**config.mk**
```make
export PLATFORM = sky130hd
export DESIGN_NAME = pi_duty_regulator
export DESIGN_NICKNAME = d
export VERILOG_FILES = /design/src/rtl/pidr_pkg.sv /design/src/rtl/pi_duty_regulator.sv /design/src/rtl/pidr_cfg_regs.sv /design/src/rtl/pidr_mul.sv /design/src/rtl/pidr_seq.sv
export SDC_FILE = /design/constraint.sdc
export NUM_CORES = 2
export LEC_CHECK = 0
export BUFFER_PORTS_ARGS = -buffer_cell sky130_fd_sc_hd__clkbuf_2
export CAP_MARGIN = 20
export CORE_AREA = 2 2 256 258
export DETAILED_ROUTE_END_ITERATION = 7
export DIE_AREA = 0 0 258 260
export HOLD_SLACK_MARGIN = 0.06
export PLACE_DENSITY_LB_ADDON = 0.12
export SLEW_MARGIN = 20
export SYNTH_ARGS = -nofsm -noshare
export SYNTH_HDL_FRONTEND = slang
export SYNTH_HIERARCHICAL = 1
export SYNTH_SLANG_ARGS = --single-unit
```
**constraint.sdc**
```tcl
create_clock -name clk -period 22.8 [get_ports clk]
set_input_delay 6.84 -clock clk [delete_from_list [all_inputs] [get_ports clk]]
set_output_delay 6.84 -clock clk [all_outputs]
set_load 0.01 [all_outputs]
```
**src/rtl/pidr_pkg.sv**
```systemverilog
`timescale 1ns / 1ps
`default_nettype none

package pidr_pkg;

	// sample and duty formats
	localparam int SAMPLE_BITS    = 12;
	localparam int DUTY_FRAC_BITS = 28;
	localparam int DUTY_W         = DUTY_FRAC_BITS + 1;
	localparam int GAIN_W         = 16;
	localparam int ERR_W          = SAMPLE_BITS + 1;
	localparam int CMP_W          = GAIN_W;

	// shared multiplier operand and product widths
	localparam int MUL_A_W = DUTY_W + 1;
	localparam int MUL_B_W = GAIN_W + 1;
	localparam int PROD_W  = MUL_A_W + MUL_B_W;
	localparam int SUM_W   = PROD_W + 1;

	// configuration port
	localparam int CFG_IDX_W  = 3;
	localparam int CFG_DATA_W = DUTY_W;

	localparam longint unsigned DUTY_ONE   = 64'd1 << DUTY_FRAC_BITS;
	localparam longint unsigned SAMPLE_MAX = (64'd1 << SAMPLE_BITS) - 64'd1;

	// reset values: 1.2 V of 3.3 V full scale, duty limits 0.05 and 0.85
	localparam logic [SAMPLE_BITS-1:0] TARGET_RST = SAMPLE_BITS'((4 * SAMPLE_MAX + 5) / 11);
	localparam logic [GAIN_W-1:0]      KP_RST     = GAIN_W'(4326);
	localparam logic [GAIN_W-1:0]      KI_RST     = GAIN_W'(108);
	localparam logic [DUTY_W-1:0]      FLOOR_RST  = DUTY_W'((DUTY_ONE + 10) / 20);
	localparam logic [DUTY_W-1:0]      CEIL_RST   = DUTY_W'((17 * DUTY_ONE + 10) / 20);
	localparam logic [SAMPLE_BITS-1:0] OC_RST     = SAMPLE_BITS'(SAMPLE_MAX);
	localparam logic [GAIN_W-1:0]      PERIOD_RST = GAIN_W'(4999);

	typedef enum logic [CFG_IDX_W-1:0] {
		REG_TARGET  = 3'd0,
		REG_KP      = 3'd1,
		REG_KI      = 3'd2,
		REG_FLOOR   = 3'd3,
		REG_CEIL    = 3'd4,
		REG_OC      = 3'd5,
		REG_PERIOD  = 3'd6,
		REG_UNUSED  = 3'd7
	} reg_idx_t;

	typedef struct packed {
		logic [SAMPLE_BITS-1:0] target_counts;
		logic [GAIN_W-1:0]      prop_gain;
		logic [GAIN_W-1:0]      integ_gain;
		logic [DUTY_W-1:0]      duty_floor;
		logic [DUTY_W-1:0]      duty_ceiling;
		logic [SAMPLE_BITS-1:0] overcurrent_counts;
		logic [GAIN_W-1:0]      pwm_period;
	} cfg_t;

	typedef struct packed {
		logic                      en;
		logic signed [MUL_A_W-1:0] a;
		logic signed [MUL_B_W-1:0] b;
	} mul_req_t;

endpackage

`default_nettype wire

```
**src/rtl/pi_duty_regulator.sv**
```systemverilog
// pi regulator for a pwm stage: each transfer on the input channel carries one
// voltage and one current adc sample, and one transfer on the output channel
// returns the pwm compare value and the overcurrent fault flag. a normal sample
// passes through these steps before the next input transfer can be taken
// (multiply ki*err, clamp integrator while multiplying kp*err, clamp duty,
// multiply duty*period, load output); an overcurrent sample only multiplies
// duty*period and loads the output. the sequence is set by the single shared
// 30x17 multiplier, used three times per normal sample and once per overcurrent sample.
// the input side stalls while a sample is in work and while a finished result
// cannot yet enter the output register. the output register lets the next
// sample enter while the previous result still waits. configuration is taken
// on any cycle (cfg_ready is always high) but should be written while idle.
`timescale 1ns / 1ps
`default_nettype none

module pi_duty_regulator (
	input  wire logic                                  clk,
	input  wire logic                                  arst_n,
	// configuration write channel
	input  wire logic                                  cfg_valid,
	output logic                                       cfg_ready,
	input  wire logic [pidr_pkg::CFG_IDX_W-1:0]        cfg_index,
	input  wire logic [pidr_pkg::CFG_DATA_W-1:0]       cfg_data,
	// sample input channel
	input  wire logic                                  in_valid,
	output logic                                       in_stall,
	input  wire logic [pidr_pkg::SAMPLE_BITS-1:0]      volt_sample,
	input  wire logic [pidr_pkg::SAMPLE_BITS-1:0]      curr_sample,
	// result output channel
	output logic                                       out_valid,
	input  wire logic                                  out_stall,
	output logic [pidr_pkg::CMP_W-1:0]                 compare_value,
	output logic                                       fault
);

	pidr_pkg::cfg_t                         cfg;
	pidr_pkg::mul_req_t                     mul_req;
	logic signed [pidr_pkg::PROD_W-1:0]     prod;

	// register file: setpoint, gains, duty limits, current limit, period
	pidr_cfg_regs u_cfg (
		.clk       (clk),
		.arst_n    (arst_n),
		.cfg_valid (cfg_valid),
		.cfg_ready (cfg_ready),
		.cfg_index (cfg_index),
		.cfg_data  (cfg_data),
		.cfg       (cfg)
	);

	// shared multiplier with registered product
	pidr_mul u_mul (
		.clk  (clk),
		.req  (mul_req),
		.prod (prod)
	);

	// sequencer, integrator, clamp/adder and output register
	pidr_seq u_seq (
		.clk           (clk),
		.arst_n        (arst_n),
		.cfg           (cfg),
		.in_valid      (in_valid),
		.in_stall      (in_stall),
		.volt_sample   (volt_sample),
		.curr_sample   (curr_sample),
		.out_valid     (out_valid),
		.out_stall     (out_stall),
		.compare_value (compare_value),
		.fault         (fault),
		.mul_req       (mul_req),
		.prod          (prod)
	);

endmodule

`default_nettype wire

```
**src/rtl/pidr_cfg_regs.sv**
```systemverilog
`timescale 1ns / 1ps
`default_nettype none

module pidr_cfg_regs (
	input  wire logic                               clk,
	input  wire logic                               arst_n,
	input  wire logic                               cfg_valid,
	output logic                                    cfg_ready,
	input  wire logic [pidr_pkg::CFG_IDX_W-1:0]     cfg_index,
	input  wire logic [pidr_pkg::CFG_DATA_W-1:0]    cfg_data,
	output pidr_pkg::cfg_t                          cfg
);

	pidr_pkg::cfg_t cfg_q;

	assign cfg_ready = 1'b1;
	assign cfg       = cfg_q;

	always_ff @(posedge clk or negedge arst_n) begin
		if (!arst_n) begin
			cfg_q.target_counts      <= pidr_pkg::TARGET_RST;
			cfg_q.prop_gain          <= pidr_pkg::KP_RST;
			cfg_q.integ_gain         <= pidr_pkg::KI_RST;
			cfg_q.duty_floor         <= pidr_pkg::FLOOR_RST;
			cfg_q.duty_ceiling       <= pidr_pkg::CEIL_RST;
			cfg_q.overcurrent_counts <= pidr_pkg::OC_RST;
			cfg_q.pwm_period         <= pidr_pkg::PERIOD_RST;
		end else if (cfg_valid && cfg_ready) begin
			case (pidr_pkg::reg_idx_t'(cfg_index))
				pidr_pkg::REG_TARGET: cfg_q.target_counts <= cfg_data[pidr_pkg::SAMPLE_BITS-1:0];
				pidr_pkg::REG_KP:     cfg_q.prop_gain     <= cfg_data[pidr_pkg::GAIN_W-1:0];
				pidr_pkg::REG_KI:     cfg_q.integ_gain    <= cfg_data[pidr_pkg::GAIN_W-1:0];
				pidr_pkg::REG_FLOOR:  cfg_q.duty_floor    <= cfg_data[pidr_pkg::DUTY_W-1:0];
				pidr_pkg::REG_CEIL:   cfg_q.duty_ceiling  <= cfg_data[pidr_pkg::DUTY_W-1:0];
				pidr_pkg::REG_OC: begin
					cfg_q.overcurrent_counts <= cfg_data[pidr_pkg::SAMPLE_BITS-1:0];
				end
				pidr_pkg::REG_PERIOD: cfg_q.pwm_period    <= cfg_data[pidr_pkg::GAIN_W-1:0];
				default: ;
			endcase
		end
	end

endmodule

`default_nettype wire

```
**src/rtl/pidr_mul.sv**
```systemverilog
`timescale 1ns / 1ps
`default_nettype none

module pidr_mul (
	input  wire logic                                  clk,
	input  pidr_pkg::mul_req_t                         req,
	output logic signed [pidr_pkg::PROD_W-1:0]         prod
);

	logic signed [pidr_pkg::PROD_W-1:0] full;
	logic signed [pidr_pkg::PROD_W-1:0] prod_q;

	// signed operands, full-width exact product
	assign full = req.a * req.b;
	assign prod = prod_q;

	always_ff @(posedge clk) begin
		if (req.en) begin
			prod_q <= full;
		end
	end

endmodule

`default_nettype wire

```
**src/rtl/pidr_seq.sv**
```systemverilog
`timescale 1ns / 1ps
`default_nettype none

module pidr_seq (
	input  wire logic                                   clk,
	input  wire logic                                   arst_n,
	input  pidr_pkg::cfg_t                              cfg,
	input  wire logic                                   in_valid,
	output logic                                        in_stall,
	input  wire logic [pidr_pkg::SAMPLE_BITS-1:0]       volt_sample,
	input  wire logic [pidr_pkg::SAMPLE_BITS-1:0]       curr_sample,
	output logic                                        out_valid,
	input  wire logic                                   out_stall,
	output logic [pidr_pkg::CMP_W-1:0]                  compare_value,
	output logic                                        fault,
	output pidr_pkg::mul_req_t                          mul_req,
	input  wire logic signed [pidr_pkg::PROD_W-1:0]     prod
);

	localparam int SUM_W   = pidr_pkg::SUM_W;
	localparam int DUTY_W  = pidr_pkg::DUTY_W;
	localparam int SCALE_W = pidr_pkg::PROD_W - pidr_pkg::DUTY_FRAC_BITS;

	typedef enum logic [5:0] {
		ST_IDLE  = 6'b000001,
		ST_MUL_I = 6'b000010,
		ST_ADD_I = 6'b000100,
		ST_ADD_P = 6'b001000,
		ST_MUL_S = 6'b010000,
		ST_EMIT  = 6'b100000
	} state_t;

	// ceiling tested first, floor second: floor wins when limits cross
	function automatic logic [DUTY_W-1:0] clamp_duty(
		input logic signed [SUM_W-1:0] v,
		input logic [DUTY_W-1:0]       lo,
		input logic [DUTY_W-1:0]       hi
	);
		logic signed [SUM_W-1:0] lo_s;
		logic signed [SUM_W-1:0] hi_s;
		logic signed [SUM_W-1:0] r;
		lo_s = {{(SUM_W-DUTY_W){1'b0}}, lo};
		hi_s = {{(SUM_W-DUTY_W){1'b0}}, hi};
		r = v;
		if (r > hi_s) r = hi_s;
		if (r < lo_s) r = lo_s;
		return r[DUTY_W-1:0];
	endfunction

	state_t                               state_q;
	logic [DUTY_W-1:0]                    integ_q;
	logic                                 out_valid_q;
	logic signed [pidr_pkg::ERR_W-1:0]    err_q;
	logic [DUTY_W-1:0]                    duty_q;
	logic                                 fault_q;
	logic [pidr_pkg::CMP_W-1:0]           out_cmp_q;
	logic                                 out_fault_q;

	logic                                 accept;
	logic                                 overcurrent;
	logic                                 out_free;
	logic signed [SUM_W-1:0]              sum;
	logic [DUTY_W-1:0]                    sum_clamped;
	logic [SCALE_W-1:0]                   scaled;
	logic [pidr_pkg::CMP_W-1:0]           cmp_sat;

	assign in_stall      = (state_q != ST_IDLE);
	assign accept        = in_valid && !in_stall;
	assign overcurrent   = (curr_sample > cfg.overcurrent_counts);
	assign out_free      = !out_valid_q || !out_stall;
	assign out_valid     = out_valid_q;
	assign compare_value = out_cmp_q;
	assign fault         = out_fault_q;

	// shared adder: integrator plus the product of the previous cycle
	assign sum         = $signed({{(SUM_W-DUTY_W){1'b0}}, integ_q}) + $signed({prod[pidr_pkg::PROD_W-1], prod});
	assign sum_clamped = clamp_duty(sum, cfg.duty_floor, cfg.duty_ceiling);

	// duty times period, truncating shift and saturation
	assign scaled  = prod[pidr_pkg::PROD_W-1:pidr_pkg::DUTY_FRAC_BITS];
	assign cmp_sat = (|scaled[SCALE_W-1:pidr_pkg::CMP_W]) ? {pidr_pkg::CMP_W{1'b1}}
	                                                     : scaled[pidr_pkg::CMP_W-1:0];

	always_comb begin
		mul_req.en = 1'b0;
		mul_req.a  = '0;
		mul_req.b  = '0;
		case (state_q)
			ST_MUL_I: begin
				mul_req.en = 1'b1;
				mul_req.a  = pidr_pkg::MUL_A_W'(err_q);
				mul_req.b  = $signed({1'b0, cfg.integ_gain});
			end
			ST_ADD_I: begin
				mul_req.en = 1'b1;
				mul_req.a  = pidr_pkg::MUL_A_W'(err_q);
				mul_req.b  = $signed({1'b0, cfg.prop_gain});
			end
			ST_MUL_S: begin
				mul_req.en = 1'b1;
				mul_req.a  = $signed({1'b0, duty_q});
				mul_req.b  = $signed({1'b0, cfg.pwm_period});
			end
			default: ;
		endcase
	end

	always_ff @(posedge clk or negedge arst_n) begin
		if (!arst_n) begin
			state_q     <= ST_IDLE;
			integ_q     <= '0;
			out_valid_q <= 1'b0;
		end else begin
			// drained result; a load in the emit state takes over the flag
			if (out_valid_q && !out_stall && state_q != ST_EMIT) begin
				out_valid_q <= 1'b0;
			end
			case (state_q)
				ST_IDLE: begin
					if (accept) begin
						if (overcurrent) begin
							integ_q <= cfg.duty_floor;
							state_q <= ST_MUL_S;
						end else begin
							state_q <= ST_MUL_I;
						end
					end
				end
				ST_MUL_I: state_q <= ST_ADD_I;
				ST_ADD_I: begin
					integ_q <= sum_clamped;
					state_q <= ST_ADD_P;
				end
				ST_ADD_P: state_q <= ST_MUL_S;
				ST_MUL_S: state_q <= ST_EMIT;
				ST_EMIT: begin
					if (out_free) begin
						out_valid_q <= 1'b1;
						state_q     <= ST_IDLE;
					end
				end
				default: state_q <= ST_IDLE;
			endcase
		end
	end

	always_ff @(posedge clk) begin
		if (accept) begin
			err_q   <= $signed({1'b0, cfg.target_counts}) - $signed({1'b0, volt_sample});
			fault_q <= overcurrent;
			duty_q  <= cfg.duty_floor;
		end
		if (state_q == ST_ADD_P) begin
			duty_q <= sum_clamped;
		end
		if (state_q == ST_EMIT && out_free) begin
			out_cmp_q   <= cmp_sat;
			out_fault_q <= fault_q;
		end
	end

endmodule

`default_nettype wire

```
## After elaboration in Yosys (flattened, before gate mapping)

Cells that the tools add are included.

- Equal/unequal tests: 17
- Reductions and logical operators: 21
- $lt $le $gt $ge: 3
- Add/subtract/negate cells: 2
- Mux-type cells: 15
- Multipliers: 1

Operators by type and width:

| operator | count |
|---|---|
| $mux W29 | 5 |
| $pmux W48 S3 | 1 |
| $pmux W29 S2 | 1 |
| $add A30 B47 Y48 | 1 |
| $gt A48 B30 Y1 | 1 |
| $lt A48 B30 Y1 | 1 |
| $mux W48 | 1 |
| $mul A30 B17 Y47 | 1 |
| $pmux W6 S6 | 1 |
| $reduce_and A2 Y1 | 8 |
| $sub A12 B12 Y13 | 1 |
| $gt A12 B12 Y1 | 1 |
| $mux W6 | 2 |
| $eq A3 B3 Y1 const B | 3 |
| $eq A3 B2 Y1 const B | 2 |
| $eq A6 B1 Y1 const B | 1 |
| $eq A6 B2 Y1 const B | 1 |
| $eq A6 B3 Y1 const B | 1 |
| $eq A6 B4 Y1 const B | 1 |
| $eq A6 B5 Y1 const B | 1 |
| $eq A6 B6 Y1 const B | 1 |
| $ne A2 B1 Y1 const B | 3 |
| $ne A6 B1 Y1 const B | 1 |
| $ne A6 B6 Y1 const B | 1 |
| other kinds (10) | 18 |

- Output and inout port bits: 20
- Bits in registers: 273

## Logic depth before layout (Yosys ltp)

- Depth in word-level cells: 6
- Gate-level depth with buffers: 39
- Gate-level depth less buffers: 36

## Hierarchy

Netlist, hierarchy kept.

By module, submodules not included:

| module | cells each | area an instance (um^2) | times used | sequential area each (um^2) |
|---|---|---|---|---|
| pidr_mul | 2024 | 19099.6 | 1 | 1411.4 |
| pidr_seq | 1091 | 9695.5 | 1 | 2703.8 |
| pidr_cfg_regs | 282 | 4978.5 | 1 | 3331.9 |

## Least setup slack after synthesis

No wires, ideal clock.

- Kind: input port to flip-flop
- From: input port curr_sample[5] in the netlist's numbering
- To: register u_seq.integ_q[10]
- Stages on the path: 12
- Setup slack: 13389 ps
- Library setup time: 94 ps
- Arrival time: 9317 ps
- Path through: ha_1 -> a21o_1 -> a21o_1 -> a21oi_1 -> nor2_1 -> a2111oi_0 -> nor3_1 -> or3_1 -> a211oi_2 -> nor2_4 -> buf_12 -> a221oi_2

- Longest elaborated chain between the ends: 3

RTL lines:

| what | line | source |
|---|---|---|
| from (decl) | pi_duty_regulator.sv:28 | `input wire logic [pidr_pkg::SAMPLE_BITS-1:0] curr_sample,` |
| $gt A12 B12 Y1 | pidr_seq.sv:69 | `assign overcurrent = (curr_sample > cfg.overcurrent_counts);` |
| $ne A2 B1 Y1 (no line) | n/a |  |
| $reduce_and A3 Y1 (no line) | n/a |  |
| to (signal assigned) | pidr_seq.sv:122 | `integ_q <= cfg.duty_floor;` |
| to (signal assigned) | pidr_seq.sv:131 | `integ_q <= sum_clamped;` |
| to (decl) | pidr_seq.sv:51 | `logic [DUTY_W-1:0] integ_q;` |

No other way between the ends.
A chain may end at the register's enable or synchronous reset.

==> metrics.yaml <==
final_layout:
  final-seq-area_sq_mm: 0.00745
  final_core_util_pct: 55.8
  finish.net_count: 4178
  area_growth_syn_to_layout_pct: 6.01
  final_common_cell: "inv_1"
  multi_input_area_sq_mm: 0.0231
  final_cell_mix: "inv_1 (674), fa_1 (493), nand2_1 (353)"
  fill_cells: 5679
  drive_gt1_share_pct: 13.4
clock_tree:
  cts_resized: 0
  cts_max_path_buffers: 3
  cts_tree: "built"
  ctsHoldBuffers: 0
  cts.sinks: 273
  cts_setup_buffers: 0
  clk_pin_slew_ns: 0.06
  htreeDepth: 1
  cts_buffers: 29
  ctsRootBufferMaster: "clkbuf_16"
  clk_latency_ns: 0.57
grt:
  track_usage_pct: 29.3
  grt_start_max_net_pins: 102
  grt_pass1_vias: 26400
  grt_pass1_wl_microns: 151000
  grt_antenna_before_repair: 1
  overflow: 0
drt:
  ant_nets: 0
  drcViolationCount: 0
  firstDrtPassIters: 5
  post_drt_wl_per_cell_microns: 22.4
  vias: 24200
  drt-vias-per-instance: 5.64
  drt_iter0_markers: 1534
  routed_wl_microns: 96000
critical_path:
  critPathMaxFanout: 34
  crit_cells: 28
  cp_top_family: "adder cells"
  reg2regPathDepth: 28
  critPathBufInv: 5
  crit_path_end_kind: "flop"
  endpoint: "u_mul/prod[46]$_DFFE_PP_"
  startpoint: "u_seq/state_q[2]$_DFFE_PN0P_"
  r2r_slack_ns: 12.65
  max_stage_delay_ns: 0.72
  r2r-end: "u_mul/prod[46]$_DFFE_PP_"
  cp_data_required_time_ns: 23.08
  start_kind: "flop"
  cpMostUsedCell: "fa_1"
  arrival_ns: 10.43
  timing.rr.start: "u_seq/state_q[2]$_DFFE_PN0P_"
  cp_slowest_cell: "a21o_1"
  path_class: "flop to flop"
status:
  status: "finished, final reports clean"
floorplan:
  start_util_pct: 52.7
  core.rowCount: 93
  ios: 81
  die_h_microns: 260
  die_w_microns: 258
  dieArea_sq_mm: 0.0671
  core_sq_mm: 0.0641
synthesis:
  async_flop_share_pct: 60.8
  synth_fp_nets: 4172
  syn_area_sq_mm: 0.0338
  synth-seq-cells: 273
  synth_edf_count: 107
  seq_area_frac_synth_pct: 22.1
  synthFlopType: "edfxtp_1"
  yosysUniqueCellTypes: 100
  yosysWarnings: 6
  syn_inst: 3397
  syn_area_per_cell_sq_um: 9.94
sta:
  fin_crit_ns: 10.15
  clock.fmax_ghz: 0.0985
  finClkSkew_ns: 0.0237
  max-slew-margin-rel_pct: 29.4
  finalSetupViolCount: 0
  period_share_pct: 44.5
  finalHoldViolations: 0
  slew_violations: 0
  rsz0062_at_grt: "no"
  worst_pin_slew_ns: 1.06
  fin_tns_setup_ns: 0
power:
  ir_worst_vdd_uv: 73.3
  leakage_nw: 17.4
  p_per_area_mw_per_mm2: 84.6
worst_hold_path:
  hp-class: "flop to flop"
  hold_path_depth: 0
place:
  dp_hpwl_microns: 73600
  gp_congestion: 0.920
  io_buffers: 79
flow_run:
  maxCapViolations: 0
-- cells by family (layout without fill, tap and decap cells) --
kind of cell	count (synthesis)	count (layout)	share of synthesized area, %
other	2	4	0.0222
adders and majority gates	714	714	37.4
and+or+nand+nor	900	900	13.3
buffers and inverters	820	848	9.60
AOI/OAI and AO/OA	415	415	9.20
xor gates and xnor gates	80	80	2.07
DFF	273	273	22.1
muxes	193	193	6.38
-- worst min path at each step --
stage                       startpoint                    end  slack [ns]
2_1_floorplan  u_seq/fault_q$_DFFE_PP_  u_seq/fault$_DFFE_PP_        0.40
3_3_place_gp   u_seq/fault_q$_DFFE_PP_  u_seq/fault$_DFFE_PP_        0.45
3_5_place_dp   u_seq/fault_q$_DFFE_PP_  u_seq/fault$_DFFE_PP_        0.44
4_1_cts        u_seq/fault_q$_DFFE_PP_  u_seq/fault$_DFFE_PP_        0.46
5_1_grt        u_seq/fault_q$_DFFE_PP_  u_seq/fault$_DFFE_PP_        0.45
6_report       u_seq/fault_q$_DFFE_PP_  u_seq/fault$_DFFE_PP_        0.45
-- layout make-up --
cell class	instances	share of cell area, %
Multi-Input combinational cell	2304	64.6
Sequential cell	273	20.8
Inverter	681	7.14
Tap cell	855	2.99
Clock buffer	40	2.26
Timing Repair Buffer	114	1.94
Clock inverter	13	0.210
Antenna cell	2	0.0140
-- power breakdown --
group | total (mW) | switching [mW] | internal (mW)
Combinational | 1.80 | 1.15 | 0.653
Sequential | 0.774 | 0.0878 | 0.686
Clock | 0.453 | 0.204 | 0.249
-- cell usage after synthesis (all sizes together), types with 64 or more instances --
cell      n  area share, %
inv     680            7.6
fa      493             29
nand2   353            3.9
and2    228            4.2
ha      221            8.2
mux2    159            5.4
nor2    135            1.5
edfxtp  107            9.5
dfrtp   102            7.6
clkbuf   98            1.1
a21oi    96            1.5
o21ai    75            1.1
dfstp    64            5.0
-- layer usage --
metal / up-vias / part of all wire [%] / global-route usage (%)
li1: 10900 / - / -
met1: 12400 / 41 / 37.5
met2: 718 / 51 / 52.3
met3: 181 / 4.7 / 3.26
met4: 2 / 3.1 / 8.67
met5: - / 0.013 / 0
-- flip-flops by register name, indices dropped and copies added, names as in the netlist --
register,count
u_seq/integ_q,29
u_seq/fault,1
u_seq/compare_value,16
u_seq/state_q,6
u_seq/duty_q,29
u_seq/out_valid,1
u_cfg/cfg,130
u_seq/fault_q,1
u_mul/prod,47
u_seq/err_q,13
-- stage by stage --
step	instance area, sq um	worst slack, ns	hold slack, ns	std cells	power [mW]
after floorplan	33800	13.39	0.400	3397	1.99
after global placement	34800	12.73	0.451	4223	2.53
after detailed placement	34900	12.62	0.440	4224	2.56
after CTS	35700	12.77	0.455	4277	3.03
after global routing	35800	12.31	0.451	4280	3.25
final	35800	12.65	0.453	4282	3.03
Power figures use the tool's default switching activity.
